`src/rtl/dspg_pkg.sv`:
```
// Shared constants, codes and controller/datapath interface types for the stepper pulse generator.
`default_nettype none

package dspg_pkg;

    localparam int TIME_W    = 48;          // time stamp width, microseconds
    localparam int RATE_W    = 21;          // signed step rate width, 1/16 Hz
    localparam int MAG_W     = RATE_W - 1;  // rate magnitude and clamp width
    localparam int MHP_W     = 16;          // minimum half period width
    localparam int HP_W      = 24;          // half period and divisor width
    localparam int CFG_W     = 20;          // widest configuration register
    localparam int CFG_IDX_W = 2;

    // radix-4 divider: two quotient bits per cycle
    localparam int HP_PAIRS   = HP_W / 2;
    localparam int TIME_PAIRS = TIME_W / 2;
    localparam int CNT_W      = $clog2(TIME_PAIRS);

    // 8e6 = 500000 Hz expressed against a rate in 1/16 Hz
    localparam logic [HP_W-1:0]  HP_NUM       = HP_W'(8000000);
    localparam logic [MAG_W-1:0] MAX_RATE_RST = MAG_W'(80000);
    localparam logic [MHP_W-1:0] MIN_HP_RST   = MHP_W'(100);

    typedef enum logic [1:0] {
        K_TICK   = 2'd0,
        K_CMD    = 2'd1,
        K_ENABLE = 2'd2,
        K_NONE   = 2'd3
    } t_kind;

    typedef enum logic [CFG_IDX_W-1:0] {
        CFG_MAX_RATE  = 2'd0,
        CFG_MIN_HP    = 2'd1,
        CFG_LEFT_POL  = 2'd2,
        CFG_RIGHT_POL = 2'd3
    } t_cfg_idx;

    typedef struct packed {
        logic accept;     // latch the input word
        logic load;       // set up divider for the current channel
        logic div_step;   // two quotient bits
        logic store;      // write back the division result
        logic load_out;   // capture levels into the output register
        logic ch;         // 0 left, 1 right
        logic op_time;    // 1 tick catch-up, 0 half period
    } t_dp_cmd;

    typedef struct packed {
        logic skip;       // nothing to divide for this channel
    } t_dp_stat;

endpackage

`default_nettype wire

```
`src/rtl/dspg_dp.sv`:
```
// Datapath: configuration, channel state, shared radix-4 divider and output register.
`default_nettype none

module dspg_dp import dspg_pkg::*; (
    input  logic                     i_clk,
    input  logic                     i_rst_n,
    input  t_dp_cmd                  i_cmd,
    output t_dp_stat                 o_stat,
    input  logic                     i_cfg_we,
    input  logic [CFG_IDX_W-1:0]     i_cfg_idx,
    input  logic [CFG_W-1:0]         i_cfg_data,
    input  logic [1:0]               i_kind,
    input  logic [TIME_W-1:0]        i_now_us,
    input  logic signed [RATE_W-1:0] i_left_rate,
    input  logic signed [RATE_W-1:0] i_right_rate,
    input  logic                     i_enable_request,
    output logic                     o_left_step,
    output logic                     o_right_step,
    output logic                     o_left_dir,
    output logic                     o_right_dir,
    output logic                     o_left_enable_level,
    output logic                     o_right_enable_level
);

    function automatic logic signed [RATE_W-1:0] clamp_rate(
        input logic signed [RATE_W-1:0] r,
        input logic [MAG_W-1:0]         lim
    );
        logic signed [RATE_W:0] rx;
        logic signed [RATE_W:0] lp;
        logic signed [RATE_W:0] ln;
        rx = {r[RATE_W-1], r};
        lp = {2'b00, lim};
        ln = -lp;
        if (rx > lp) begin
            return lp[RATE_W-1:0];
        end else if (rx < ln) begin
            return ln[RATE_W-1:0];
        end else begin
            return r;
        end
    endfunction

    function automatic logic [MAG_W-1:0] rate_mag(input logic signed [RATE_W-1:0] r);
        logic signed [RATE_W-1:0] neg;
        neg = -r;
        return r[RATE_W-1] ? neg[MAG_W-1:0] : r[MAG_W-1:0];
    endfunction

    // configuration
    logic [MAG_W-1:0]         r_max_rate;
    logic [MHP_W-1:0]         r_min_hp;
    logic [1:0]               r_pol;

    // channel state
    logic signed [RATE_W-1:0] r_rate   [2];
    logic [HP_W-1:0]          r_hp_raw [2];
    logic [TIME_W-1:0]        r_ltt    [2];
    logic [1:0]               r_step;
    logic [1:0]               r_dir;
    logic                     r_enabled;
    logic [TIME_W-1:0]        r_now;

    // divider
    logic [HP_W-1:0]          r_rem;
    logic [HP_W-1:0]          r_dvs;
    logic [TIME_W-1:0]        r_dq;

    // output word
    logic [5:0]               r_out;

    logic signed [RATE_W-1:0] left_clamped;
    logic signed [RATE_W-1:0] right_clamped;
    logic signed [RATE_W-1:0] sel_rate;
    logic [TIME_W-1:0]        sel_ltt;
    logic [TIME_W-1:0]        ltt_eff;
    logic [TIME_W-1:0]        elapsed;
    logic                     behind;
    logic                     stopped;
    logic [MHP_W-1:0]         lo;
    logic [HP_W-1:0]          lo_x;
    logic [HP_W-1:0]          hp_eff;

    logic [HP_W:0]            t1;
    logic [HP_W:0]            t2;
    logic [HP_W:0]            d1;
    logic [HP_W:0]            d2;
    logic [HP_W:0]            dvs_x;
    logic [HP_W-1:0]          r1;
    logic [HP_W-1:0]          r2;
    logic                     q1;
    logic                     q2;

    assign left_clamped  = clamp_rate(i_left_rate, r_max_rate);
    assign right_clamped = clamp_rate(i_right_rate, r_max_rate);

    assign sel_rate = r_rate[i_cmd.ch];
    assign sel_ltt  = r_ltt[i_cmd.ch];
    // a zero toggle time starts the channel at the current tick
    assign ltt_eff  = (sel_ltt == '0) ? r_now : sel_ltt;
    assign behind   = r_now < ltt_eff;
    assign elapsed  = r_now - ltt_eff;
    assign stopped  = !r_enabled || (sel_rate == '0);

    assign lo     = (r_min_hp == '0) ? MHP_W'(1) : r_min_hp;
    assign lo_x   = {{(HP_W-MHP_W){1'b0}}, lo};
    assign hp_eff = (r_hp_raw[i_cmd.ch] < lo_x) ? lo_x : r_hp_raw[i_cmd.ch];

    assign o_stat.skip = i_cmd.op_time ? (stopped || behind) : (sel_rate == '0);

    // two restoring steps per cycle; remainder stays below the divisor
    always_comb begin
        dvs_x = {1'b0, r_dvs};
        t1    = {r_rem, r_dq[TIME_W-1]};
        d1    = t1 - dvs_x;
        q1    = t1 >= dvs_x;
        r1    = q1 ? d1[HP_W-1:0] : t1[HP_W-1:0];
        t2    = {r1, r_dq[TIME_W-2]};
        d2    = t2 - dvs_x;
        q2    = t2 >= dvs_x;
        r2    = q2 ? d2[HP_W-1:0] : t2[HP_W-1:0];
    end

    always_ff @(posedge i_clk) begin
        if (!i_rst_n) begin
            r_max_rate <= MAX_RATE_RST;
            r_min_hp   <= MIN_HP_RST;
            r_pol      <= 2'b11;
            r_rate[0]  <= '0;
            r_rate[1]  <= '0;
            r_ltt[0]   <= '0;
            r_ltt[1]   <= '0;
            r_step     <= '0;
            r_dir      <= '0;
            r_enabled  <= 1'b0;
        end else begin
            if (i_cfg_we) begin
                unique case (t_cfg_idx'(i_cfg_idx))
                    CFG_MAX_RATE:  r_max_rate <= i_cfg_data[MAG_W-1:0];
                    CFG_MIN_HP:    r_min_hp   <= i_cfg_data[MHP_W-1:0];
                    CFG_LEFT_POL:  r_pol[0]   <= i_cfg_data[0];
                    CFG_RIGHT_POL: r_pol[1]   <= i_cfg_data[0];
                    default:       ;
                endcase
            end
            if (i_cmd.accept) begin
                unique case (t_kind'(i_kind))
                    K_CMD: begin
                        r_rate[0] <= left_clamped;
                        r_rate[1] <= right_clamped;
                        r_dir     <= {~right_clamped[RATE_W-1], ~left_clamped[RATE_W-1]};
                    end
                    K_ENABLE: r_enabled <= i_enable_request;
                    default:  ;
                endcase
            end
            if (i_cmd.load && i_cmd.op_time) begin
                if (stopped) begin
                    r_step[i_cmd.ch] <= 1'b0;
                end else begin
                    r_ltt[i_cmd.ch] <= ltt_eff;
                end
            end
            if (i_cmd.store && i_cmd.op_time) begin
                // odd count flips the level; toggle time lands on the last whole period
                r_step[i_cmd.ch] <= r_step[i_cmd.ch] ^ r_dq[0];
                r_ltt[i_cmd.ch]  <= r_now - {{(TIME_W-HP_W){1'b0}}, r_rem};
            end
        end
    end

    always_ff @(posedge i_clk) begin
        if (i_cmd.accept && (t_kind'(i_kind) == K_TICK)) begin
            r_now <= i_now_us;
        end
        if (i_cmd.load) begin
            r_rem <= '0;
            if (i_cmd.op_time) begin
                r_dvs <= hp_eff;
                r_dq  <= elapsed;
            end else begin
                r_dvs <= {{(HP_W-MAG_W){1'b0}}, rate_mag(sel_rate)};
                r_dq  <= {HP_NUM, {(TIME_W-HP_W){1'b0}}};
            end
        end
        if (i_cmd.div_step) begin
            r_rem <= r2;
            r_dq  <= {r_dq[TIME_W-3:0], q1, q2};
        end
        if (i_cmd.store && !i_cmd.op_time) begin
            r_hp_raw[i_cmd.ch] <= r_dq[HP_W-1:0];
        end
        if (i_cmd.load_out) begin
            r_out <= {r_enabled ^ r_pol[1], r_enabled ^ r_pol[0], r_dir, r_step};
        end
    end

    assign o_left_step          = r_out[0];
    assign o_right_step         = r_out[1];
    assign o_left_dir           = r_out[2];
    assign o_right_dir          = r_out[3];
    assign o_left_enable_level  = r_out[4];
    assign o_right_enable_level = r_out[5];

endmodule

`default_nettype wire

```
`src/rtl/dspg_ctrl.sv`:
```
// Controller: sequences each word through the per-channel divide passes and the output register.
`default_nettype none

module dspg_ctrl import dspg_pkg::*; (
    input  logic       i_clk,
    input  logic       i_rst_n,
    input  logic       i_in_valid,
    output logic       o_in_ready,
    input  logic [1:0] i_kind,
    output logic       o_out_valid,
    input  logic       i_out_ready,
    output t_dp_cmd    o_cmd,
    input  t_dp_stat   i_stat
);

    typedef enum logic [4:0] {
        S_IDLE  = 5'b00001,
        S_LOAD  = 5'b00010,
        S_DIV   = 5'b00100,
        S_STORE = 5'b01000,
        S_DONE  = 5'b10000
    } t_state;

    t_state           r_state;
    t_state           n_state;
    logic             r_ch;
    logic             n_ch;
    logic             r_op_time;
    logic             n_op_time;
    logic [CNT_W-1:0] r_cnt;
    logic [CNT_W-1:0] n_cnt;
    logic             r_out_valid;
    logic             n_out_valid;

    always_comb begin
        n_state       = r_state;
        n_ch          = r_ch;
        n_op_time     = r_op_time;
        n_cnt         = r_cnt;
        o_cmd         = '0;
        o_cmd.ch      = r_ch;
        o_cmd.op_time = r_op_time;
        o_in_ready    = (r_state == S_IDLE);

        unique case (r_state)
            S_IDLE: begin
                if (i_in_valid) begin
                    o_cmd.accept = 1'b1;
                    n_ch         = 1'b0;
                    n_op_time    = (t_kind'(i_kind) == K_TICK);
                    if ((t_kind'(i_kind) == K_TICK) || (t_kind'(i_kind) == K_CMD)) begin
                        n_state = S_LOAD;
                    end else begin
                        n_state = S_DONE;
                    end
                end
            end
            S_LOAD: begin
                o_cmd.load = 1'b1;
                if (i_stat.skip) begin
                    n_ch    = 1'b1;
                    n_state = r_ch ? S_DONE : S_LOAD;
                end else begin
                    n_cnt   = r_op_time ? CNT_W'(TIME_PAIRS - 1) : CNT_W'(HP_PAIRS - 1);
                    n_state = S_DIV;
                end
            end
            S_DIV: begin
                o_cmd.div_step = 1'b1;
                if (r_cnt == '0) begin
                    n_state = S_STORE;
                end else begin
                    n_cnt = r_cnt - 1'b1;
                end
            end
            S_STORE: begin
                o_cmd.store = 1'b1;
                n_ch        = 1'b1;
                n_state     = r_ch ? S_DONE : S_LOAD;
            end
            S_DONE: begin
                // wait here only while the previous word is still held
                if (!r_out_valid || i_out_ready) begin
                    o_cmd.load_out = 1'b1;
                    n_state        = S_IDLE;
                end
            end
            default: n_state = S_IDLE;
        endcase

        if (o_cmd.load_out) begin
            n_out_valid = 1'b1;
        end else if (i_out_ready) begin
            n_out_valid = 1'b0;
        end else begin
            n_out_valid = r_out_valid;
        end
    end

    always_ff @(posedge i_clk) begin
        if (!i_rst_n) begin
            r_state     <= S_IDLE;
            r_ch        <= 1'b0;
            r_op_time   <= 1'b0;
            r_cnt       <= '0;
            r_out_valid <= 1'b0;
        end else begin
            r_state     <= n_state;
            r_ch        <= n_ch;
            r_op_time   <= n_op_time;
            r_cnt       <= n_cnt;
            r_out_valid <= n_out_valid;
        end
    end

    assign o_out_valid = r_out_valid;

endmodule

`default_nettype wire

```
`src/rtl/dual_stepper_pulse_generator.sv`:
```
// Top level: step, direction and enable level generator for two stepper channels.
//
// Input channel (i_valid/o_ready) takes one word per item: a tick carrying the time
// in microseconds, a rate command with two signed rates, or an enable change.
// Output channel (o_valid/i_ready) returns one word per item with both channels'
// step, direction and polarity-adjusted enable levels after that item.
// Configuration is a plain write port (i_cfg_we, i_cfg_idx, i_cfg_data), used while idle.
// Work between input accept and output valid, with the output register free:
//   enable or unknown word: no divide
//   rate command: a half-period divide per nonzero-rate channel, zero-rate ones skipped
//   tick: an elapsed-time divide per running channel, stopped or not-yet-due ones skipped
// The cost is the single shared radix-4 divider, two quotient bits per cycle,
// over a 24-bit half-period quotient or a 48-bit elapsed-time quotient.
// A new word is taken while the previous result still waits in the output register;
// if the receiver stalls, the block holds its next result until the register frees.
// Synchronous active-low reset clears the rates, toggle times, step and direction levels,
// disables both channels and restores the configuration defaults; o_valid is low and o_ready high after reset.
`default_nettype none

module dual_stepper_pulse_generator import dspg_pkg::*; (
    input  logic                     i_clk,
    input  logic                     i_rst_n,
    input  logic                     i_valid,
    output logic                     o_ready,
    input  logic [1:0]               i_kind,
    input  logic [TIME_W-1:0]        i_now_us,
    input  logic signed [RATE_W-1:0] i_left_rate,
    input  logic signed [RATE_W-1:0] i_right_rate,
    input  logic                     i_enable_request,
    output logic                     o_valid,
    input  logic                     i_ready,
    output logic                     o_left_step,
    output logic                     o_right_step,
    output logic                     o_left_dir,
    output logic                     o_right_dir,
    output logic                     o_left_enable_level,
    output logic                     o_right_enable_level,
    input  logic                     i_cfg_we,
    input  logic [CFG_IDX_W-1:0]     i_cfg_idx,
    input  logic [CFG_W-1:0]         i_cfg_data
);

    t_dp_cmd  dp_cmd;
    t_dp_stat dp_stat;

    dspg_ctrl u_ctrl (
        .i_clk       (i_clk),
        .i_rst_n     (i_rst_n),
        .i_in_valid  (i_valid),
        .o_in_ready  (o_ready),
        .i_kind      (i_kind),
        .o_out_valid (o_valid),
        .i_out_ready (i_ready),
        .o_cmd       (dp_cmd),
        .i_stat      (dp_stat)
    );

    dspg_dp u_dp (
        .i_clk                (i_clk),
        .i_rst_n              (i_rst_n),
        .i_cmd                (dp_cmd),
        .o_stat               (dp_stat),
        .i_cfg_we             (i_cfg_we),
        .i_cfg_idx            (i_cfg_idx),
        .i_cfg_data           (i_cfg_data),
        .i_kind               (i_kind),
        .i_now_us             (i_now_us),
        .i_left_rate          (i_left_rate),
        .i_right_rate         (i_right_rate),
        .i_enable_request     (i_enable_request),
        .o_left_step          (o_left_step),
        .o_right_step         (o_right_step),
        .o_left_dir           (o_left_dir),
        .o_right_dir          (o_right_dir),
        .o_left_enable_level  (o_left_enable_level),
        .o_right_enable_level (o_right_enable_level)
    );

endmodule

`default_nettype wire

```
`config.mk`:
```
export PLATFORM = sky130hd
export DESIGN_NAME = dual_stepper_pulse_generator
export DESIGN_NICKNAME = d
export VERILOG_FILES = /design/src/rtl/dspg_pkg.sv /design/src/rtl/dspg_dp.sv /design/src/rtl/dspg_ctrl.sv /design/src/rtl/dual_stepper_pulse_generator.sv
export SDC_FILE = /design/constraint.sdc
export NUM_CORES = 1
export LEC_CHECK = 0
export ABC_AREA = 1
export BUFFER_PORTS_ARGS = -buffer_cell sky130_fd_sc_hd__buf_2
export CAP_MARGIN = 30
export CORE_MARGIN = 4
export CORE_UTILIZATION = 57
export DETAILED_ROUTE_END_ITERATION = 7
export GPL_ROUTABILITY_DRIVEN = 1
export PLACE_DENSITY_LB_ADDON = 0.1
export SETUP_SLACK_MARGIN = 0.2
export SYNTH_ARGS = -nofsm -noshare
export SYNTH_HDL_FRONTEND = slang
export SYNTH_SLANG_ARGS = --single-unit
```
`constraint.sdc`:
```
create_clock -name i_clk -period 5.8 [get_ports i_clk]
set_input_delay 0.58 -clock i_clk [delete_from_list [all_inputs] [get_ports i_clk]]
set_output_delay 0.58 -clock i_clk [all_outputs]
set_load 0.03 [all_outputs]
```
==> impl_metrics.py, run 1 <==
metrics = {
    "status": {
        "status": "finished clean",
    },
    "logic_synthesis": {
        "postSynthNetCount": 3841,
        "ys.flop_type": "edfxtp_1",
        "synthCells": 3497,
        "synth_warnings": 0,
        "async_reset_ff_share_pct": 0,
        "netlist_area_mm2": 0.0279,
        "synth_edf_count": 336,
        "ys_seq_elements": 393,
        "synth.avg_cell_area_um2": 7.98,
        "synth-seq-area-share_pct": 40.3,
        "synthDistinctLibCells": 61,
    },
    "clocking": {
        "holdBufCountCts": 0,
        "clk_path_buf_depth": 3,
        "clkTransAtPathRegs_ns": 0.06,
        "cts_made_buffers": 43,
        "cts_tree": "yes",
        "insertion_delay_ns": 0.57,
        "h-tree-depth": 2,
        "cts_root_buffer": "clkbuf_16",
        "cts.sinks": 393,
    },
    "detailed_routing": {
        "drt_first_pass_iters": 6,
        "vias": 25200,
        "drc": 0,
        "via_per_inst": 5.93,
        "drt_iter0_markers": 2835,
        "finalWirelength_mm": 86.1,
        "drt-wirelength-per-cell_um": 20.3,
        "ant_nets": 0,
    },
    "setup_path": {
        "cp_slowest_cell": "dfxtp_4",
        "start_kind": "flip-flop",
        "critical_path.most_common_cell": "nand2_1",
        "arrival_ns": 5.52,
        "worstSetupPathType": "flip-flop to flip-flop",
        "crit_required_ns": 6.12,
        "slowest_delay_ns": 0.49,
        "cp-end-kind": "flip-flop",
        "path_max_fanout": 18,
    },
    "placed_design": {
        "port-buffer-count": 127,
        "dp_hpwl_mm": 66.2,
        "gp_congestion": 0.965,
        "placed_cell_area_mm2": 0.0292,
    },
    "power": {
        "total_power_w": 0.00739,
        "ir_drop_mv": 0.199,
        "p_per_area_mw_per_mm2": 241,
        "p_leak_nw": 13.3,
    },
    "timing": {
        "slew_violations": 0,
        "fin_crit_sh_pct": 89.6,
        "skew_ns": 0.0221,
        "setup-violations-final": 0,
        "final_hold_viol_count": 0,
        "hold_ws_ns": 0.176,
        "rsz0062_at_grt": "true",
        "tns_ns": 0,
        "fmax_mhz": 192,
        "period_needed_ns": 5.20,
        "relSlewSlack_pct": 31.2,
        "worst_pin_slew_ns": 1.03,
    },
    "cells_and_area": {
        "drive_gt1_share_pct": 8.70,
        "final_area_mm2": 0.0307,
        "fin_nets": 3946,
        "area_growth_pct": 9.89,
        "mostFrequentLayoutCells": "nand2_1, inv_1, edfxtp_1",
        "final_common_cell": "nand2_1",
        "fillers": 4195,
        "fin_util_pct": 63.8,
    },
    "floorplan": {
        "core_mm2": 0.0480,
        "die_w_um": 229,
        "die_area_mm2": 0.0525,
        "start_util_pct": 58.1,
        "die_h_um": 229,
        "io_pins": 128,
        "placementRows": 80,
    },
    "flow_run": {
        "max-cap-violations": 0,
    },
    "global_routing": {
        "grt.overflow.total": 0,
        "track_usage_pct": 31.7,
        "grt_pass1_vias": 23800,
        "grt_start_max_net_pins": 73,
        "antenna_found_initial": 0,
        "grt_pass1_wl_mm": 133,
        "use_met1_pct": 44.9,
        "met3_usage_pct": 4.77,
        "busiest_layer": "met2",
        "use_met2_pct": 50.2,
    },
    "hold_path": {
        "hp-class": "primary input to flip-flop",
    },
}
## through the flow
stage / setup WS (ns) / instances
6_report: 0.601 / 4249
5_1_grt: 0.178 / 4248
3_5_place_dp: 0.357 / 4171
2_1_floorplan: 0.992 / 3497
3_3_place_gp: 0.326 / 4170
4_1_cts: 0.345 / 4247
## metal layers
layer	share of wire (%)	vias up
li1	-	12100
met3	8.1	146
met2	45	1125
met1	44	11800
met5	0	-
met4	3.4	0
## layout make-up
class / instances / area [µm²] / area share [%]
Multi-Input combinational cell: 2500 / 14400 / 46.9
Sequential cell: 393 / 11200 / 36.6
Inverter: 498 / 1880 / 6.13
Clock buffer: 62 / 1270 / 4.15
Timing Repair Buffer: 166 / 972 / 3.17
Tap cell: 615 / 769 / 2.51
Clock inverter: 14 / 158 / 0.514
Antenna cell: 1 / 2.50 / 0.00816
## cells in the mapped netlist (all sizes together) (57+ instances only)
library cell  count  area (µm²)
dfxtp            57        1140
xor2             72         631
nand3           112         576
ha              220        2750
nand2           661        2500
edfxtp          336       10100
o211ai           70         526
inv             495        1860
a21oi           318        1600
nor2            336        1260
clkbuf           70         263
o21ai           345        1750
## report_power, final
part / switching, W / leakage, nW / internal (W)
sequential: 0.0000689 / 3.68 / 0.00317
clock: 0.00116 / 0.691 / 0.00166
combinational: 0.000881 / 8.97 / 0.000449
total: 0.00211 / 13.3 / 0.00528
## repair_timing
| item | CTS | global route |
|---|---|---|
| endpoints found under the setup margin | 0 | 46 |
| gates resized for setup | 0 | 11 |
| setup buffers | 0 | 0 |
## worst max-delay path: cells and delay by family (launching register included)
kind,cells,cell delay [ns]
simple gates,21,2.28
compound gates,5,0.84
flops,1,0.49
fa+ha+maj,2,0.52
buf+inv,3,0.78
## registers in the layout (all words and copies together), names as in the netlist, 5 cells and up, named ones only
register and cells:
u_ctrl.r_cnt 5, u_ctrl.r_state 5, u_dp.r_dq 48, u_dp.r_dvs 24
u_dp.r_hp_raw 48, u_dp.r_ltt 96, u_dp.r_max_rate 20, u_dp.r_min_hp 16
u_dp.r_now 48, u_dp.r_out 6, u_dp.r_rate 42, u_dp.r_rem 24
## logic make-up (layout without fill, tap and decap cells)
group | Yosys count | count (layout) | synth area share (%)
adder cells (fa/ha/maj) | 224 | 224 | 10.2
other | 0 | 1 | 0
multiplexers | 19 | 19 | 0.682
XOR/XNOR | 111 | 111 | 3.48
AO/OA/AOI/OAI | 879 | 879 | 17.8
buffers and inverters | 604 | 740 | 8.55
AND/OR/NAND/NOR | 1267 | 1267 | 19.0
flip-flops | 393 | 393 | 40.3
## worst paths after layout
path / cells after the start / slack (ns) / end / start
worst max-delay path: 31 / 0.60 / u_dp.r_dq[46]$_DFFE_PP_ / flip-flop
worst min-delay path: 1 / 0.18 / u_dp.r_now[19]$_DFFE_PP_ / i_now_us[19]
worst max register to register: 31 / 0.60 / u_dp.r_dq[46]$_DFFE_PP_ / flip-flop
worst min register to register: 0 / 0.45 / u_dp.r_out[2]$_DFFE_PP_ / u_dp.r_dir[0]$_SDFFE_PN0P_
Power figures use the tool's default switching activity.
==> run 2, diff against run 1 <==
ABC_CLOCK_PERIOD_IN_PS = 5800   (was default)
RECOVER_POWER = 25   (was default)
==> run 2 against run 1 <==
  * Non-clock buffer count stayed put
  * Hold slack gained 0.0032 ns
  * Flip-flop and latch count unchanged
  * Cell count barely moved
  * Power about the same
  * The run now ends with capacitance limit, slew limit left
  * Fmax down 0.60%
  * Sequential share of layout area about the same
  * Die area unchanged
  * Critical path depth unchanged
==> impl_metrics.py, run 2 (same netlist as run 1, synthesis figures left out) <==
metrics = {
    "timing": {
        "rsz0062_at_grt": "true",
        "final_hold_viol_count": 0,
        "slew_violations": 83,
        "fmax_mhz": 191,
        "period_needed_ns": 5.23,
        "setup-violations-final": 0,
        "worst_pin_slew_ns": 2.31,
        "fin_crit_sh_pct": 90.2,
        "skew_ns": 0.0170,
        "relSlewSlack_pct": -54.2,
        "tns_ns": 0,
    },
    "detailed_routing": {
        "finalWirelength_mm": 86.3,
        "drt_first_pass_iters": 8,
        "via_per_inst": 5.94,
        "ant_nets": 0,
        "drc": 0,
        "drt_iter0_markers": 2609,
        "drt-wirelength-per-cell_um": 20.3,
        "vias": 25200,
    },
    "floorplan": {
        "core_mm2": 0.0480,
        "die_h_um": 229,
        "placementRows": 80,
        "io_pins": 128,
        "start_util_pct": 58.1,
        "die_w_um": 229,
        "die_area_mm2": 0.0525,
    },
    "global_routing": {
        "track_usage_pct": 31.7,
        "antenna_found_initial": 0,
        "grt_pass1_wl_mm": 133,
        "busiest_layer": "met2",
        "grt.overflow.total": 0,
        "use_met1_pct": 44.9,
        "use_met2_pct": 50.2,
        "grt_pass1_vias": 23800,
        "grt_start_max_net_pins": 73,
        "met3_usage_pct": 4.77,
    },
    "setup_path": {
        "reg2reg_slack_ns": 0.57,
        "path_max_fanout": 18,
        "cp-end-kind": "flip-flop",
        "crit_required_ns": 6.12,
        "worstSetupPathType": "flip-flop to flip-flop",
        "start_kind": "flip-flop",
        "r2r_end": "u_dp.r_dq[46]$_DFFE_PP_",
        "slowest_delay_ns": 0.49,
        "worstRegToRegCells": 31,
        "arrival_ns": 5.55,
        "critical_path.most_common_cell": "nand2_1",
        "cp_slowest_cell": "dfxtp_4",
    },
    "placed_design": {
        "port-buffer-count": 127,
        "gp_congestion": 0.965,
        "place_inst": 4171,
        "dp_hpwl_mm": 66.2,
    },
    "cells_and_area": {
        "area_growth_pct": 9.78,
        "layoutNonFillerInstCount": 4248,
        "fin_nets": 3946,
        "drive_gt1_share_pct": 8.34,
        "mostFrequentLayoutCells": "nand2_1, inv_1, edfxtp_1",
        "num_antenna_cells": 0,
        "final_common_cell": "nand2_1",
        "regArea_mm2": 0.0112,
        "multi_input_area_mm2": 0.0144,
        "largest-register": "u_dp.r_ltt",
        "largest_reg_flops": 96,
        "fillers": 4200,
    },
    "status": {
        "violations": "capacitance limit, slew limit",
        "status": "finished, violations left",
    },
    "hold_path": {
        "hold_start": "i_now_us[19]",
        "holdPathStages": 1,
        "hp-class": "primary input to flip-flop",
        "min_to": "u_dp.r_now[19]$_DFFE_PP_",
    },
    "power": {
        "p_per_area_mw_per_mm2": 241,
        "ir_drop_mv": 0.200,
        "p_leak_nw": 13.3,
    },
    "clocking": {
        "post_cts_resize_count": 0,
        "h-tree-depth": 2,
        "cts_root_buffer": "clkbuf_16",
        "clkTransAtPathRegs_ns": 0.06,
        "cts_made_buffers": 43,
        "cts.sinks": 393,
        "insertion_delay_ns": 0.57,
        "clk_path_buf_depth": 3,
        "cts_post_setup_buffers_inserted": 0,
        "holdBufCountCts": 0,
        "cts_tree": "yes",
    },
    "flow_run": {
        "max-cap-violations": 2,
    },
}
-- run 2: power breakdown --
group          leakage, nW  internal, W  switching (W)  total, W
registers             3.68      0.00317      0.0000690   0.00324
clock network        0.691      0.00166        0.00116   0.00282
logic                 8.93     0.000449       0.000882   0.00133
-- run 2: worst max path at each step --
stage / from / endpoint / slack (ns) / cells past startpoint
6_report: flip-flop / u_dp.r_dq[46]$_DFFE_PP_ / 0.57 / 31
5_1_grt: u_dp.r_rem[1]$_SDFFCE_PN0P_ / u_dp.r_rem[22]$_SDFFCE_PN0P_ / 0.18 / 28
4_1_cts: flip-flop / u_dp.r_dq[46]$_DFFE_PP_ / 0.35 / 29
3_5_place_dp: flip-flop / u_dp.r_dq[46]$_DFFE_PP_ / 0.36 / 29
3_3_place_gp: u_dp.r_max_rate[1]$_SDFFE_PN0P_ / u_dp.r_rate[0][0]$_SDFFCE_PN0P_ / 0.33 / 21
2_1_floorplan: u_ctrl.r_state[4]$_SDFFE_PN0P_ / u_dp.r_now[0]$_DFFE_PP_ / 0.99 / 5
-- run 2: through the flow --
step	util [%]	power (W)	worst slack [ns]	hold slack, ns	cell area, µm²
after CTS	63.7	0.00738	0.345	0.149	30600
after global placement	60.6	0.00456	0.326	0.433	29100
after floorplan	-	0.00418	0.992	0.409	27900
after detailed placement	60.7	0.00459	0.357	0.418	29200
after global routing	63.7	0.00770	0.178	0.159	30600
final	63.7	0.00739	0.570	0.180	30600
-- run 2: final cells by class --
type	count	area share, %
Clock buffer	62	4.16
Clock inverter	14	0.515
Inverter	498	6.14
Timing Repair Buffer	166	3.09
Sequential cell	393	36.7
Tap cell	615	2.51
Multi-Input combinational cell	2500	46.9
-- run 2: metal layers --
| metal | wire length [µm] | vias to the layer above |
|---|---|---|
| li1 | - | 12200 |
| met1 | 37800 | 11800 |
| met2 | 38600 | 1099 |
| met3 | 6840 | 151 |
| met4 | 3030 | 0 |
| met5 | 0 | - |
-- run 2: worst max-delay path, delay by kind of cell (launching register included) --
| family | cells | cell delay, ns |
|---|---|---|
| buffers and inverters | 3 | 0.78 |
| AO/OA/AOI/OAI | 5 | 0.84 |
| adder cells (fa/ha/maj) | 2 | 0.52 |
| AND/OR/NAND/NOR | 21 | 2.31 |
| flip-flops | 1 | 0.49 |
